<file path="src/sv/json_string_escaper_assert.svh">
// assertion macros for the json string escaper
// no dependencies; included by the top level
`ifndef JSON_STRING_ESCAPER_ASSERT_SVH
`define JSON_STRING_ESCAPER_ASSERT_SVH

`ifndef ASSERT_OFF
// property holds at every clock edge outside reset
`define JSE_ASSERT(lbl, clk, rstn, prop, msg) \
    lbl: assert property (@(posedge clk) disable iff (!rstn) (prop)) else $error(msg);
// consequent holds in the cycle after the antecedent
`define JSE_ASSERT_NEXT(lbl, clk, rstn, ante, cons, msg) \
    lbl: assert property (@(posedge clk) disable iff (!rstn) (ante) |=> (cons)) else $error(msg);
`else
`define JSE_ASSERT(lbl, clk, rstn, prop, msg)
`define JSE_ASSERT_NEXT(lbl, clk, rstn, ante, cons, msg)
`endif

`endif

</file>
<file path="src/sv/jse_pkg.sv">
// shared types, constants and helpers for the json string escaper
// no dependencies
package jse_pkg;

    localparam int HOLD_DEPTH = 5;
    localparam int ESC_MAX    = 6;

    localparam logic [7:0] CHAR_QUOTE  = 8'h22;
    localparam logic [7:0] CHAR_BSLASH = 8'h5C;
    localparam logic [7:0] CHAR_LF     = 8'h0A;
    localparam logic [7:0] CHAR_TAB    = 8'h09;
    localparam logic [7:0] CHAR_N      = 8'h6E;
    localparam logic [7:0] CHAR_T      = 8'h74;
    localparam logic [7:0] CHAR_U      = 8'h75;
    localparam logic [7:0] CHAR_ZERO   = 8'h30;
    localparam logic [7:0] CTRL_LIMIT  = 8'h20;
    localparam logic [7:0] CHAR_DEL    = 8'h7F;
    localparam logic [7:0] UTF8_MASK   = 8'hC0;
    localparam logic [7:0] UTF8_CONT   = 8'h80;
    localparam logic [7:0] UTF8_LEAD3  = 8'hE0;
    localparam logic [7:0] UTF8_LEAD4  = 8'hF0;

    localparam logic [15:0] CAP_MIN   = 16'd3;
    localparam logic [15:0] CAP_RESET = 16'd256;

    // register index decoded from paddr[2]
    localparam logic REG_CAPACITY = 1'b0;

    typedef logic [2:0] hcnt_t;
    typedef logic [2:0] ecnt_t;
    typedef logic [4:0] pos_t;
    typedef logic [HOLD_DEPTH-1:0][7:0] hold_arr_t;
    typedef logic [ESC_MAX-1:0][7:0]    esc_arr_t;

    // everything one input word sends, in output order
    typedef struct packed {
        logic      open;
        hold_arr_t rel;
        hcnt_t     rel_cnt;
        esc_arr_t  pay;
        ecnt_t     pay_cnt;
        hold_arr_t tail;
        hcnt_t     tail_cnt;
        logic      close;
    } job_t;

    typedef struct packed {
        logic  started;
        logic  stopped;
        hcnt_t held_cnt;
    } str_status_t;

    typedef struct packed {
        logic free;
        logic busy;
    } ser_status_t;

    function automatic logic [7:0] hex_char(input logic [3:0] v);
        logic [7:0] r;
        if (v < 4'd10)
        begin
            r = 8'h30 + {4'h0, v};
        end
        else
        begin
            r = 8'h57 + {4'h0, v};
        end
        return r;
    endfunction

endpackage

</file>
<file path="src/sv/jse_front.sv">
// string state and per-word escape decision for the json string escaper
// depends on jse_pkg
module jse_front
    import jse_pkg::*;
(
    input  logic        clk,
    input  logic        rst_n,
    input  logic        accept,
    input  logic [7:0]  in_byte,
    input  logic        has_byte,
    input  logic        end_of_string,
    input  logic [15:0] capacity,
    output job_t        job,
    output logic        job_nonempty,
    output str_status_t status
);

    logic        started_reg, started_next;
    logic        stopped_reg, stopped_next;
    logic [15:0] emitted_reg, emitted_next;
    hcnt_t       held_cnt_reg, held_cnt_next;
    hold_arr_t   held_reg, held_next;

    logic [15:0] cap_eff;
    logic [15:0] em0;
    esc_arr_t    esc;
    ecnt_t       el;
    logic [16:0] fit_sum;
    logic        fits;
    logic        is_cont;
    hcnt_t       need;
    logic        keep;
    job_t        job_c;

    always_comb
    begin
        esc = '0;
        esc[0] = in_byte;
        el = 3'd1;
        if (in_byte == CHAR_QUOTE || in_byte == CHAR_BSLASH)
        begin
            esc[0] = CHAR_BSLASH;
            esc[1] = in_byte;
            el = 3'd2;
        end
        else if (in_byte == CHAR_LF)
        begin
            esc[0] = CHAR_BSLASH;
            esc[1] = CHAR_N;
            el = 3'd2;
        end
        else if (in_byte == CHAR_TAB)
        begin
            esc[0] = CHAR_BSLASH;
            esc[1] = CHAR_T;
            el = 3'd2;
        end
        else if (in_byte < CTRL_LIMIT || in_byte == CHAR_DEL)
        begin
            esc[0] = CHAR_BSLASH;
            esc[1] = CHAR_U;
            esc[2] = CHAR_ZERO;
            esc[3] = CHAR_ZERO;
            esc[4] = hex_char(in_byte[7:4]);
            esc[5] = hex_char(in_byte[3:0]);
            el = 3'd6;
        end
    end

    assign cap_eff = (capacity < CAP_MIN) ? CAP_MIN : capacity;
    assign em0     = started_reg ? emitted_reg : 16'd1;
    assign fit_sum = {1'b0, em0} + {14'b0, el} + 17'd2;
    assign fits    = fit_sum <= {1'b0, cap_eff};
    assign is_cont = (in_byte & UTF8_MASK) == UTF8_CONT;

    always_comb
    begin
        job_c         = '0;
        job_c.open    = !started_reg;
        job_c.pay     = esc;
        job_c.close   = end_of_string;
        stopped_next  = started_reg ? stopped_reg : 1'b0;
        emitted_next  = em0;
        held_cnt_next = held_cnt_reg;
        held_next     = held_reg;

        if (has_byte && !stopped_next)
        begin
            if (!fits)
            begin
                stopped_next = 1'b1;
            end
            else
            begin
                emitted_next = em0 + {13'b0, el};
                if (is_cont)
                begin
                    if (held_cnt_reg != 3'd0 && held_cnt_reg < hcnt_t'(HOLD_DEPTH))
                    begin
                        held_next[held_cnt_reg] = in_byte;
                        held_cnt_next = held_cnt_reg + 3'd1;
                    end
                    else
                    begin
                        job_c.rel     = held_reg;
                        job_c.rel_cnt = held_cnt_reg;
                        job_c.pay_cnt = 3'd1;
                        held_cnt_next = 3'd0;
                    end
                end
                else if (in_byte >= UTF8_MASK)
                begin
                    job_c.rel     = held_reg;
                    job_c.rel_cnt = held_cnt_reg;
                    held_next[0]  = in_byte;
                    held_cnt_next = 3'd1;
                end
                else
                begin
                    job_c.rel     = held_reg;
                    job_c.rel_cnt = held_cnt_reg;
                    job_c.pay_cnt = el;
                    held_cnt_next = 3'd0;
                end
            end
        end

        // trailing group is kept only when complete or a lone lead
        job_c.tail = held_next;
        if (end_of_string && keep)
        begin
            job_c.tail_cnt = held_cnt_next;
        end
    end

    assign need = (held_next[0] >= UTF8_LEAD4) ? 3'd3 :
                  (held_next[0] >= UTF8_LEAD3) ? 3'd2 : 3'd1;
    assign keep = (held_cnt_next == 3'd1) || (need == held_cnt_next - 3'd1);

    assign job = job_c;
    assign job_nonempty = job_c.open || job_c.close ||
                          (job_c.rel_cnt != 3'd0) || (job_c.pay_cnt != 3'd0);

    always_ff @(posedge clk or negedge rst_n)
    begin
        if (!rst_n)
        begin
            started_reg  <= 1'b0;
            stopped_reg  <= 1'b0;
            emitted_reg  <= '0;
            held_cnt_reg <= '0;
        end
        else if (accept)
        begin
            if (end_of_string)
            begin
                started_reg  <= 1'b0;
                stopped_reg  <= 1'b0;
                emitted_reg  <= '0;
                held_cnt_reg <= '0;
            end
            else
            begin
                started_reg  <= 1'b1;
                stopped_reg  <= stopped_next;
                emitted_reg  <= emitted_next;
                held_cnt_reg <= held_cnt_next;
            end
        end
    end

    always_ff @(posedge clk)
    begin
        if (accept)
        begin
            held_reg <= held_next;
        end
    end

    assign status.started  = started_reg;
    assign status.stopped  = stopped_reg;
    assign status.held_cnt = held_cnt_reg;

endmodule

</file>
<file path="src/sv/jse_ser.sv">
// job register and output register: sends one job byte per cycle unless stalled
// depends on jse_pkg
module jse_ser
    import jse_pkg::*;
(
    input  logic        clk,
    input  logic        rst_n,
    input  logic        load,
    input  job_t        job_in,
    input  logic        out_stall,
    output logic        out_valid,
    output logic [7:0]  out_byte,
    output logic        last,
    output ser_status_t status
);

    job_t       job_reg;
    logic       job_valid_reg, job_valid_next;
    pos_t       idx_reg, idx_next;
    logic       out_valid_reg, out_valid_next;
    logic [7:0] out_byte_reg;
    logic       last_reg;

    pos_t       b1, b2, b3, b4, total;
    pos_t       d1, d2, d3;
    logic [7:0] sel_byte;
    logic       sel_last;
    logic       adv;
    logic       done;

    // segment boundaries: open quote, released group, payload, kept tail, close quote
    assign b1    = {4'b0, job_reg.open};
    assign b2    = b1 + {2'b0, job_reg.rel_cnt};
    assign b3    = b2 + {2'b0, job_reg.pay_cnt};
    assign b4    = b3 + {2'b0, job_reg.tail_cnt};
    assign total = b4 + {4'b0, job_reg.close};
    assign d1    = idx_reg - b1;
    assign d2    = idx_reg - b2;
    assign d3    = idx_reg - b3;

    always_comb
    begin
        sel_last = 1'b0;
        if (idx_reg < b1)
        begin
            sel_byte = CHAR_QUOTE;
        end
        else if (idx_reg < b2)
        begin
            sel_byte = job_reg.rel[d1[2:0]];
        end
        else if (idx_reg < b3)
        begin
            sel_byte = job_reg.pay[d2[2:0]];
        end
        else if (idx_reg < b4)
        begin
            sel_byte = job_reg.tail[d3[2:0]];
        end
        else
        begin
            sel_byte = CHAR_QUOTE;
            sel_last = 1'b1;
        end
    end

    assign adv  = job_valid_reg && (!out_valid_reg || !out_stall);
    assign done = adv && (idx_reg == total - 5'd1);

    always_comb
    begin
        job_valid_next = job_valid_reg;
        idx_next       = idx_reg;
        if (load)
        begin
            job_valid_next = 1'b1;
            idx_next       = '0;
        end
        else if (done)
        begin
            job_valid_next = 1'b0;
        end
        else if (adv)
        begin
            idx_next = idx_reg + 5'd1;
        end

        out_valid_next = out_valid_reg;
        if (adv)
        begin
            out_valid_next = 1'b1;
        end
        else if (!out_stall)
        begin
            out_valid_next = 1'b0;
        end
    end

    always_ff @(posedge clk or negedge rst_n)
    begin
        if (!rst_n)
        begin
            job_valid_reg <= 1'b0;
            idx_reg       <= '0;
            out_valid_reg <= 1'b0;
        end
        else
        begin
            job_valid_reg <= job_valid_next;
            idx_reg       <= idx_next;
            out_valid_reg <= out_valid_next;
        end
    end

    always_ff @(posedge clk)
    begin
        if (load)
        begin
            job_reg <= job_in;
        end
        if (adv)
        begin
            out_byte_reg <= sel_byte;
            last_reg     <= sel_last;
        end
    end

    assign out_valid   = out_valid_reg;
    assign out_byte    = out_byte_reg;
    assign last        = last_reg;
    assign status.free = !job_valid_reg || done;
    assign status.busy = job_valid_reg;

endmodule

</file>
<file path="src/sv/json_string_escaper.sv">
// json string escaper: raw string bytes in, quoted and escaped json literal out
// top level; depends on jse_pkg, jse_front, jse_ser and json_string_escaper_assert.svh
//
// input words carry in_byte, has_byte and end_of_string on an in_valid/in_stall
// channel; output words carry out_byte and last on out_valid/out_stall, last
// marking the closing quote. capacity is to be written over the apb port only
// while idle, unchecked by the block. each accepted word is decoded into a job
// of up to 12 output bytes in the job register, which feeds the output register
// one byte per cycle while out_stall is low; a word's first byte passes the job
// register and then the output register. words that produce no bytes skip the
// job register. the next word is accepted in the cycle the last byte of the
// current job moves to the output register. utf-8 groups are held in the string
// state and released later; a partial group left at the end of a string is
// dropped. out_stall, while out_valid is high, freezes the output register and
// the job walk; in_stall rises once the job register cannot take a new job.
// reset empties both registers, clears the string state, sets capacity to 256.
`include "json_string_escaper_assert.svh"

module json_string_escaper
    import jse_pkg::*;
(
    input  logic        clk,
    input  logic        rst_n,
    input  logic        psel,
    input  logic        penable,
    input  logic        pwrite,
    input  logic [2:0]  paddr,
    input  logic [31:0] pwdata,
    output logic [31:0] prdata,
    output logic        pready,
    input  logic        in_valid,
    output logic        in_stall,
    input  logic [7:0]  in_byte,
    input  logic        has_byte,
    input  logic        end_of_string,
    output logic        out_valid,
    input  logic        out_stall,
    output logic [7:0]  out_byte,
    output logic        last
);

    logic [15:0] capacity_reg;
    logic        cfg_wr;
    logic        accept;
    job_t        job;
    logic        job_nonempty;
    str_status_t str_st;
    ser_status_t ser_st;

    assign pready = 1'b1;
    assign cfg_wr = psel && penable && pwrite && (paddr[2] == REG_CAPACITY);
    assign prdata = (paddr[2] == REG_CAPACITY) ? {16'b0, capacity_reg} : 32'b0;

    always_ff @(posedge clk or negedge rst_n)
    begin
        if (!rst_n)
        begin
            capacity_reg <= CAP_RESET;
        end
        else if (cfg_wr)
        begin
            capacity_reg <= pwdata[15:0];
        end
    end

    assign in_stall = !ser_st.free;
    assign accept   = in_valid && !in_stall;

    jse_front u_front (
        .clk           (clk),
        .rst_n         (rst_n),
        .accept        (accept),
        .in_byte       (in_byte),
        .has_byte      (has_byte),
        .end_of_string (end_of_string),
        .capacity      (capacity_reg),
        .job           (job),
        .job_nonempty  (job_nonempty),
        .status        (str_st)
    );

    jse_ser u_ser (
        .clk       (clk),
        .rst_n     (rst_n),
        .load      (accept && job_nonempty),
        .job_in    (job),
        .out_stall (out_stall),
        .out_valid (out_valid),
        .out_byte  (out_byte),
        .last      (last),
        .status    (ser_st)
    );

    `JSE_ASSERT(a_held_bound, clk, rst_n, str_st.held_cnt <= hcnt_t'(HOLD_DEPTH), "held group overflow")
    `JSE_ASSERT(a_stop_started, clk, rst_n, !str_st.stopped || str_st.started, "stopped outside a string")
    `JSE_ASSERT_NEXT(a_eos_clears, clk, rst_n, accept && end_of_string, !str_st.started && str_st.held_cnt == 3'd0, "string state not cleared at end")
    `JSE_ASSERT_NEXT(a_open_sets, clk, rst_n, accept && !end_of_string, str_st.started, "string not opened")
    `JSE_ASSERT_NEXT(a_load_busy, clk, rst_n, accept && job_nonempty, ser_st.busy, "job not loaded")

endmodule

</file>
<file path="config.mk">
export PLATFORM = sky130hd
export DESIGN_NAME = json_string_escaper
export DESIGN_NICKNAME = d
export VERILOG_FILES = /design/src/sv/jse_pkg.sv /design/src/sv/jse_front.sv /design/src/sv/jse_ser.sv /design/src/sv/json_string_escaper.sv
export VERILOG_INCLUDE_DIRS = /design/src /design/src/sv
export SDC_FILE = /design/constraint.sdc
export NUM_CORES = 1
export LEC_CHECK = 0
export ABC_AREA = 1
export BUFFER_PORTS_ARGS = -buffer_cell sky130_fd_sc_hd__buf_2
export CELL_PAD_IN_SITES_DETAIL_PLACEMENT = 1
export CELL_PAD_IN_SITES_GLOBAL_PLACEMENT = 1
export CORE_MARGIN = 2
export CORE_UTILIZATION = 42
export DETAILED_ROUTE_END_ITERATION = 7
export PLACE_DENSITY_LB_ADDON = 0.05
export REMOVE_ABC_BUFFERS = 1
export SLEW_MARGIN = 10
export SYNTH_ARGS = -nofsm -noshare
export SYNTH_HDL_FRONTEND = slang
export SYNTH_SLANG_ARGS = --single-unit
</file>
<file path="constraint.sdc">
create_clock -name clk -period 5.6 [get_ports clk]
set_input_delay 0.56 -clock clk [delete_from_list [all_inputs] [get_ports clk]]
set_output_delay 0.56 -clock clk [all_outputs]
set_load 0.05 [all_outputs]
</file>
==> reports/metrics.csv, run 1 <==
metric,value,unit
status,completed,
grt_pass1_wl,53.4,mm
dieHeight,173,µm
fin_nets,1561,
path_class,input port to flip-flop,
crit_family,simple AND/OR/NAND/NOR gates,
setup_violations,0,
ctsHoldBuffers,0,
worstMarginPinSlew,1070,ps
clock_sinks,215,
slew_violations,0,
synth_top_cells_by_count,"234 x nand2_1, 188 x inv_1, 171 x edfxtp_1, 165 x nor2_1, 67 x o21ai_0",
clkTransAtPathRegs,60,ps
ys_seq_area_share,51.9,%
grt-busiest-layer,met2,
rows,61,
grt_pass1_vias,9759,
synth_most_common_cell,nand2_1,
cp-end-kind,flip-flop,
clock_skew,12.6,ps
synthTopCellsByArea,"edfxtp_1 43%, dfrtp_1 9.0%, nand2_1 7.3%",
synth_top_area_share,42.8,%
critPathSlowestCell,ha_1,
firstDrtPassIters,5,
die_area,0.0300,mm²
critPathMaxStageDelay,310,ps
io_pins,96,
p_leak,0.00649,µW
synth_cells,1295,
start_util,43.0,%
p_int,4450,µW
antenna_left,0,
worst-path-stages,38,
gp_congestion,0.848,
max_freq,190,MHz
crit_required,5890,ps
stdcell_count,1838,
hpwl,24.2,mm
core,0.0279,mm²
cp-start-kind,input port,
grt.met2_usage,36.8,%
wire_per_inst,18.3,µm
drc,0,
timing.setup.tns,0,ps
slew_headroom,28.8,%
p_seq_share,30.3,%
clk_latency,540,ps
period_share,94.2,%
synth-edff-count,171,
cp_num_buf_inv,8,
drt-total-wl,33.7,mm
antenna_found_initial,0,
die_w,173,µm
cts_root_buffer,clkbuf_16,
p_sw_share,44.2,%
drv_cap,0,
grt_overflow_total,0,
reg2reg_depth,32,
synth.avg_cell_area,9.27,µm²
drive_above_1_share,17.3,%
area_delta_synth_final,18.7,%
use_met3,3.17,%
hold_viol_final,0,
ctsHtreeMaxLevel,1,
io_buffer_count,60,
ys_types,58,
power_density,560,mW/mm²
grt_usage,22.4,%
pwr-share-comb,48.2,%
clkPwrFrac,21.5,%
async_reset_ff_share,20.5,%
grtUsageMet1,31.8,%
period_minus_slack,5280,ps
ys_ff_latch,215,
drt_iter0_markers,568,
cp_common_cell,nand2_1,
grt_max_degree,45,
synth_ff_type,edfxtp_1,
cp.arrival,5560,ps
cts_buffer_depth,3,
numCtsBuffers,26,
ir_drop,0.295,mV
hold_class,input port to asynchronous set/reset pin,
synth_warnings,0,
p_sw,3530,µW
num_antenna_cells,0,
cts_tree,built,
dp_cells,1785,
post-synth-top-area-cell,edfxtp_1,
r2r_slack,700,ps
synth_area,0.0120,mm²
viasPerCell,5.07,
vias,9320,
worstPathMaxFanout,7,
largest_reg_flops,121,
[cell families after synthesis]
family,synth area share [%]
muxes,0.750
AOI/OAI and AO/OA,9.74
other,0.0625
and+or+nand+nor,18.5
DFF,51.9
buffers and inverters,8.63
adders and majority gates,7.56
xor gates and xnor gates,2.83
[placed cells by master (no fill, tap or decap), types with 43 or more instances in the layout]
| cell | count |
|---|---|
| nand2_1 | 230 |
| buf_4 | 83 |
| inv_1 | 187 |
| nor2_1 | 161 |
| dfrtp_1 | 43 |
| buf_2 | 60 |
| nand3_1 | 46 |
| a21oi_1 | 62 |
| ha_1 | 60 |
| edfxtp_1 | 171 |
| o21ai_0 | 67 |
[final cells by class]
cell class / count / area (µm²)
clock buffer: 31 / 669
clock inverter: 17 / 190
fill: 3267 / 13700
inverter: 199 / 756
multi-input combinational: 849 / 4890
sequential: 215 / 6240
tap: 378 / 473
timing repair buffer: 149 / 1040
[metal layers]
metal	wire length (µm)	vias to the layer above
li1	-	4555
met2	15600	154
met3	1270	34
met1	16400	4577
met5	0	-
met4	501	0
[per-stage QoR]
| step | setup WS (ps) | cell area (µm²) | total power (µW) | hold slack, ps | utilization (%) |
|---|---|---|---|---|---|
| floorplan | -1460 | 11800 | 4820 | 264 | - |
| global placement | -396 | 13300 | 6180 | 468 | 47.5 |
| detailed placement | -536 | 13300 | 6260 | 478 | 47.5 |
| CTS | 48.8 | 14100 | 8010 | 218 | 50.6 |
| global route | -48.3 | 14300 | 8540 | 258 | 51.0 |
| finish | 324 | 14300 | 7980 | 214 | 51.0 |
[power by group through the flow]
stage	clock network, µW	registers [µW]	logic, µW
after floorplan	0	2540	2280
after global placement	0	2440	3740
after detailed placement	0	2450	3810
after CTS	1760	2420	3830
after global routing	1810	2460	4260
final	1720	2420	3850
[final timing paths]
check,from,endpoint
max in group asynchronous,rst_n,u_front.started_reg
worst max register to register,u_front.started_reg,u_ser.job_reg[2]
worst max-delay path,in_byte[0],u_ser.job_reg[2]
worst min-delay path,rst_n,capacity_reg[14]
worst min register to register,u_ser.out_valid,u_ser.out_valid
min in group clk,out_stall,u_ser.out_valid
[timing repair]
action | in CTS | in global routing
setup endpoints to repair | 64 | 153
resized for setup | 2 | 21
cloned | 0 | 0
pin swaps | 0 | 6
setup buffers | 0 | 5
No activity file was read; power rests on OpenSTA's default activity.
==> inputs of run 2 (changes only) <==
ABC_AREA = unset   (was 1)
ABC_CLOCK_PERIOD_IN_PS = 5600   (was unset)
CORE_UTILIZATION = 44   (was 42)
GPL_TIMING_DRIVEN = 0   (was unset)
==> run 2 against run 1 <==
  * The flow now finishes with violations (setup timing)
  * Synthesized cell count down 22%
  * Sequential power about the same
  * Power fell by 0.33%
  * Die area decreased by 5.6%
  * Cell area increased by 3.7%
  * Critical path type unchanged
  * Largest cell class unchanged
  * Highest routed layer unchanged
==> reports/metrics.csv, run 2 <==
metric,value,unit,change
drv_cap,0,,unchanged
cp-start-kind,input port,,unchanged
violations,setup timing,,
ir_drop,0.302,mV,was 0.295 mV
cts_buffer_depth,3,,unchanged
rows,60,,was 61
synth.avg_cell_area,11.7,µm²,was 9.27 µm²
cts_root_buffer,clkbuf_16,,unchanged
timing.setup.tns,-12120,ps,was 0 ps
dp_cells,1377,,was 1785
grt_overflow_total,0,,unchanged
cp-end-kind,flip-flop,,unchanged
status,"finished, violations left",,was completed
fin_nets,1288,,was 1561
hold_class,input port to asynchronous set/reset pin,,unchanged
worstMarginPinSlew,1170,ps,was 1070 ps
clock_skew,13.7,ps,was 12.6 ps
synth_most_common_cell,edfxtp_1,,was nand2_1
worstPathMaxFanout,10,,was 7
antenna_left,0,,unchanged
slew_violations,0,,unchanged
path_class,input port to flip-flop,,unchanged
gp_congestion,0.758,,was 0.848
drt-total-wl,34.9,mm,was 33.7 mm
post-synth-top-area-cell,edfxtp_1,,unchanged
die_w,168,µm,was 173 µm
postLayoutCoreUtil,55.3,%,was 51.0%
hpwl,21.1,mm,was 24.2 mm
vias,8648,,was 9320
setup_slack,-458,ps,was 324 ps
grt_max_degree,45,,unchanged
async_reset_ff_share,20.5,%,unchanged
synth_cells,1013,,was 1295
hold_viol_final,0,,unchanged
ys_types,75,,was 58
fin_area,0.0148,mm²,was 0.0143 mm²
r2r_slack,-330,ps,was 700 ps
grt_usage,24.3,%,was 22.4%
cts_tree,built,,unchanged
reg2reg_depth,25,,was 32
p_leak,0.00595,µW,was 0.00649 µW
ctsHoldBuffers,0,,unchanged
period_minus_slack,6060,ps,was 5280 ps
crit_required,5950,ps,was 5890 ps
stdcell_count,1528,,was 1838
max_freq,165,MHz,was 190 MHz
layout_common_cells,"171 x edfxtp_1, 94 x buf_4, 64 x nand2_1",,"was 230 x nand2_1, 187 x inv_1, 171 x edfxtp_1"
synth_warnings,0,,unchanged
drt_iter0_markers,684,,was 568
startpoint,in_byte[1],,was in_byte[0]
synth_ff_type,edfxtp_1,,unchanged
clk_latency,540,ps,about the same
rsz0062_at_grt,yes,,
firstDrtPassIters,5,,unchanged
largest_reg_flops,121,,unchanged
antenna_found_initial,0,,unchanged
period_share,108,%,was 94.2%
ctsHtreeMaxLevel,1,,unchanged
dieHeight,168,µm,was 173 µm
ys_seq_area_share,52.6,%,was 51.9%
final_common_cell,edfxtp_1,,was nand2_1
slew_headroom,21.4,%,was 28.8%
wire_per_inst,22.8,µm,was 18.3 µm
clock_sinks,215,,unchanged
grt_pass1_vias,8984,,was 9759
critPathSlowestCell,and4b_4,,was ha_1
setup_violations,131,,was 0
numCtsBuffers,25,,was 26
clkTransAtPathRegs,60,ps,about the same
synth_top_area_share,43.3,%,was 42.8%
num_antenna_cells,0,,unchanged
viasPerCell,5.66,,was 5.07
synth_top_cells_by_count,"171 x edfxtp_1, 67 x nor2_1, 66 x nand2_1, 62 x ha_1, 61 x inv_1",,"was 234 x nand2_1, 188 x inv_1, 171 x edfxtp_1, 165 x nor2_1, 67 x o21ai_0"
ys_ff_latch,215,,unchanged
grt_pass1_wl,52.9,mm,was 53.4 mm
drive_above_1_share,29.7,%,was 17.3%
drc,0,,unchanged
area_delta_synth_final,24.6,%,was 18.7%
core,0.0267,mm²,was 0.0279 mm²
setup.worst_path.end,u_ser.job_reg[3],,was u_ser.job_reg[2]
synth_area,0.0119,mm²,was 0.0120 mm²
synthTopCellsByArea,"edfxtp_1 43%, dfrtp_1 9.1%, ha_1 6.5%",,"was edfxtp_1 43%, dfrtp_1 9.0%, nand2_1 7.3%"
power_density,538,mW/mm²,was 560 mW/mm²
die_area,0.0283,mm²,was 0.0300 mm²
timing.rr.end,u_ser.job_reg[3],,was u_ser.job_reg[2]
placed_area,0.0125,mm²,was 0.0133 mm²
p_total,7960,µW,was 7980 µW
start_util,44.4,%,was 43.0%
critPathMaxStageDelay,390,ps,was 310 ps
io_buffer_count,60,,unchanged
synth-edff-count,171,,unchanged
rr_startpoint,u_front.started_reg,,unchanged
cp.arrival,6400,ps,was 5560 ps
io_pins,96,,unchanged
==> run 2: worst max-delay path, delay by kind of cell <==
kind	cells	cell delay, ps
AOI/OAI and AO/OA	10	1830
xor gates and xnor gates	1	210
adders and majority gates	5	1210
buffers and inverters	6	760
and+or+nand+nor	10	1820
==> run 2: routing by layer <==
| metal | global-route usage (%) | part of all wire, % | up-vias | wire (µm) |
|---|---|---|---|---|
| met5 | 0 | 0 | - | 0 |
| met3 | 2.91 | 4.3 | 49 | 1520 |
| met4 | 5.92 | 2.1 | 0 | 722 |
| li1 | - | - | 3998 | - |
| met1 | 34.3 | 45 | 4399 | 15800 |
| met2 | 40.1 | 48 | 202 | 16800 |
==> run 2: report_power, final <==
group | leakage (µW) | switching, µW | total (µW) | internal (µW)
sequential | 0.00215 | 197 | 2430 | 2240
clock | 0.000395 | 686 | 1620 | 930
combinational | 0.00340 | 2350 | 3910 | 1560
==> run 2: timing repair <==
item,CTS,global route
endpoints found under the setup margin,277,262
gates resized for setup,112,26
hold endpoints to repair,0,0
pin swaps,35,25
setup buffers,83,22
gates cloned,0,7
==> run 2: area by class of cell <==
class	instances	area [µm²]
clock inverter	15	138
inverter	63	278
timing repair buffer	175	1480
fill	2799	11900
multi-input combinational	688	5570
sequential	215	6240
tap	341	427
clock buffer	31	658
==> run 2: worst min path at each step <==
stage                            from                      to  slack [ps]  cells past startpoint
3_5_place_dp   u_front.emitted_reg[0]  u_front.emitted_reg[0]         470                      1
6_report                        rst_n         u_ser.out_valid         210                      1
4_1_cts                     out_stall         u_ser.out_valid         230                      2
2_1_floorplan                   rst_n         capacity_reg[0]         260                      0
3_3_place_gp   u_front.emitted_reg[0]  u_front.emitted_reg[0]         460                      1
5_1_grt                     pwdata[1]         capacity_reg[1]         240                      2
==> run 2: cells by family after synthesis <==
group	Yosys count	synth area share (%)
xor+xnor	37	2.86
other cells	2	0.0633
fa+ha+maj	69	7.64
compound gates	179	10.2
flops	215	52.6
simple gates	325	14.2
mux	58	7.64
buf+inv	128	4.80
==> run 2: per-stage QoR <==
step                      worst slack, ps  hold slack, ps
after floorplan                     -5590             264
after global placement             -10430             461
after detailed placement            -3770             474
after CTS                            -167             226
after global routing                 -655             240
final                                -458             212
==> inputs of run 3 (changes only) <==
CORE_ASPECT_RATIO = 1.4   (was unset)
==> run 3 against run 2 <==
  * The run still ends with setup timing left
  * Sequential power about the same
  * Cell count down 1.8%
  * Utilization down 1.7 points
  * Flip-flop and latch count unchanged
  * Non-clock buffer count down 48
  * Combinational power down 4%
  * Routed wire length down 3.4%
  * Register-to-register slack better by 120 ps
  * Hold slack worse by 130 ps
  * Clock power about the same
==> reports/metrics.csv, run 3 (synthesis gave the netlist of run 2 again) <==
metric,value,unit,change
cp-start-kind,input port,,unchanged
wire_per_inst,22.5,µm,was 22.8 µm
num_antenna_cells,0,,unchanged
seqCellArea,0.00624,mm²,unchanged
clock_skew,21.6,ps,was 13.7 ps
numCtsBuffers,23,,was 25
period_share,106,%,was 108%
maxUsedRoutingLayer,met4,,unchanged
drt_iter0_markers,350,,was 684
multi_input_area,0.00555,mm²,was 0.00557 mm²
wl_met2,18.9,mm,was 16.8 mm
crit_required,5870,ps,was 5950 ps
clkTransAtPathRegs,60,ps,about the same
power_density,545,mW/mm²,was 538 mW/mm²
area_delta_synth_final,20.8,%,was 24.6%
postLayoutCoreUtil,53.6,%,was 55.3%
grt_usage,24.0,%,was 24.3%
setup_violations,29,,was 131
m1WireLength,12.6,mm,was 15.8 mm
rsz0062_at_grt,yes,,unchanged
grt_max_degree,50,,was 45
die_w,143,µm,was 168 µm
path_class,input port to flip-flop,,unchanged
cp-end-kind,flip-flop,,unchanged
cts_root_buffer,clkbuf_16,,unchanged
hold_class,input port to asynchronous set/reset pin,,unchanged
hpwl,22.8,mm,was 21.1 mm
dp_cells,1401,,was 1377
antenna_left,0,,unchanged
dpl_worst_slack,-4130,ps,was -3770 ps
violations,setup timing,,unchanged
firstDrtPassIters,4,,was 5
die_area,0.0283,mm²,about the same
final_common_cell,edfxtp_1,,unchanged
setup_slack,-316,ps,was -458 ps
critPathMaxStageDelay,360,ps,was 390 ps
rows,71,,was 60
layout_common_cells,"171 x edfxtp_1, 61 x nand2_1, 59 x nor2_1",,"was 171 x edfxtp_1, 94 x buf_4, 64 x nand2_1"
cp_common_cell,ha_4,,
grt_pass1_vias,8901,,was 8984
drv_cap,0,,unchanged
stdcell_count,1501,,was 1528
gp_congestion,0.815,,was 0.758
timing.setup.tns,-3210,ps,was -12120 ps
cts_buffer_depth,3,,unchanged
clk_latency,550,ps,was 540 ps
max_freq,169,MHz,was 165 MHz
ir_drop,0.316,mV,was 0.302 mV
period_minus_slack,5920,ps,was 6060 ps
p_leak,0.00566,µW,was 0.00595 µW
grt_overflow_total,0,,unchanged
drc,0,,unchanged
drive_above_1_share,26.7,%,was 29.7%
slew_violations,0,,unchanged
nFillCells,2751,,was 2799
slew_headroom,25.2,%,was 21.4%
drt-total-wl,33.7,mm,was 34.9 mm
ctsHtreeMaxLevel,1,,unchanged
worstPathMaxFanout,5,,was 10
status,"finished, violations left",,unchanged
dieHeight,198,µm,was 168 µm
io_buffer_count,60,,unchanged
cts_tree,built,,unchanged
cp.arrival,6190,ps,was 6400 ps
io_pins,96,,unchanged
antenna_found_initial,0,,unchanged
grt_pass1_wl,51.2,mm,was 52.9 mm
vias,8390,,was 8648
p_total,7810,µW,was 7960 µW
hold_viol_final,0,,unchanged
wl_met3,1.21,mm,was 1.52 mm
critPathSlowestCell,ha_1,,was and4b_4
ctsHoldBuffers,0,,unchanged
core,0.0267,mm²,about the same
clock_sinks,215,,unchanged
viasPerCell,5.59,,was 5.66
start_util,44.4,%,about the same
worstMarginPinSlew,1120,ps,was 1170 ps
largest_reg_flops,121,,unchanged
fin_nets,1239,,was 1288
[run 3: layer usage]
layer | up-vias | global-route usage [%]
met2 | 175 | 45.9
li1 | 3897 | -
met4 | 0 | 9.68
met1 | 4265 | 26.6
met3 | 53 | 2.93
met5 | - | 0
[run 3: per-stage QoR]
step                      area (µm²)  hold slack, ps
after floorplan                11600             264
after CTS                      14000            94.6
final                          14300            83.4
after global routing           14300             118
after detailed placement       12600             480
after global placement         12400             462
[run 3: area by class of cell]
cell class                 count  share of cell area (%)
timing repair buffer         127                    7.20
sequential                   215                    43.5
inverter                      63                    1.89
clock inverter                17                    1.36
multi-input combinational    689                    38.8
clock buffer                  25                    4.07
tap                          365                    3.19
[run 3: report_power, final]
part	internal (µW)	switching, µW	total, µW
sequential	2240	209	2440
clock	906	697	1600
combinational	1480	2280	3770
[run 3: path summary, 6_finish.rpt]
kind                       depth (start not counted)                   start                      to  slack [ps]
max in group asynchronous                          1                   rst_n     u_front.started_reg        4970
max reg2reg                                       23     u_front.started_reg        u_ser.job_reg[2]        -210
min in group clk                                   2               pwdata[7]         capacity_reg[7]         240
min                                                1                   rst_n        u_ser.idx_reg[0]          80
min reg2reg                                        1  u_front.emitted_reg[0]  u_front.emitted_reg[0]         490
max                                               35              in_byte[5]        u_ser.job_reg[2]        -320
[run 3: repair_timing]
action,CTS,global route
pin swaps,29,23
endpoints found under the hold margin,0,0
resized for setup,90,31
buffers inserted,34,19
gates cloned,1,5
setup endpoints to repair,277,203
[run 3: critical path: cells and delay by family]
family | cells | cell delay (ps)
and+or+nand+nor | 9 | 1340
buffers and inverters | 9 | 870
adders and majority gates | 6 | 1600
xor gates and xnor gates | 2 | 310
AOI/OAI and AO/OA | 9 | 1480
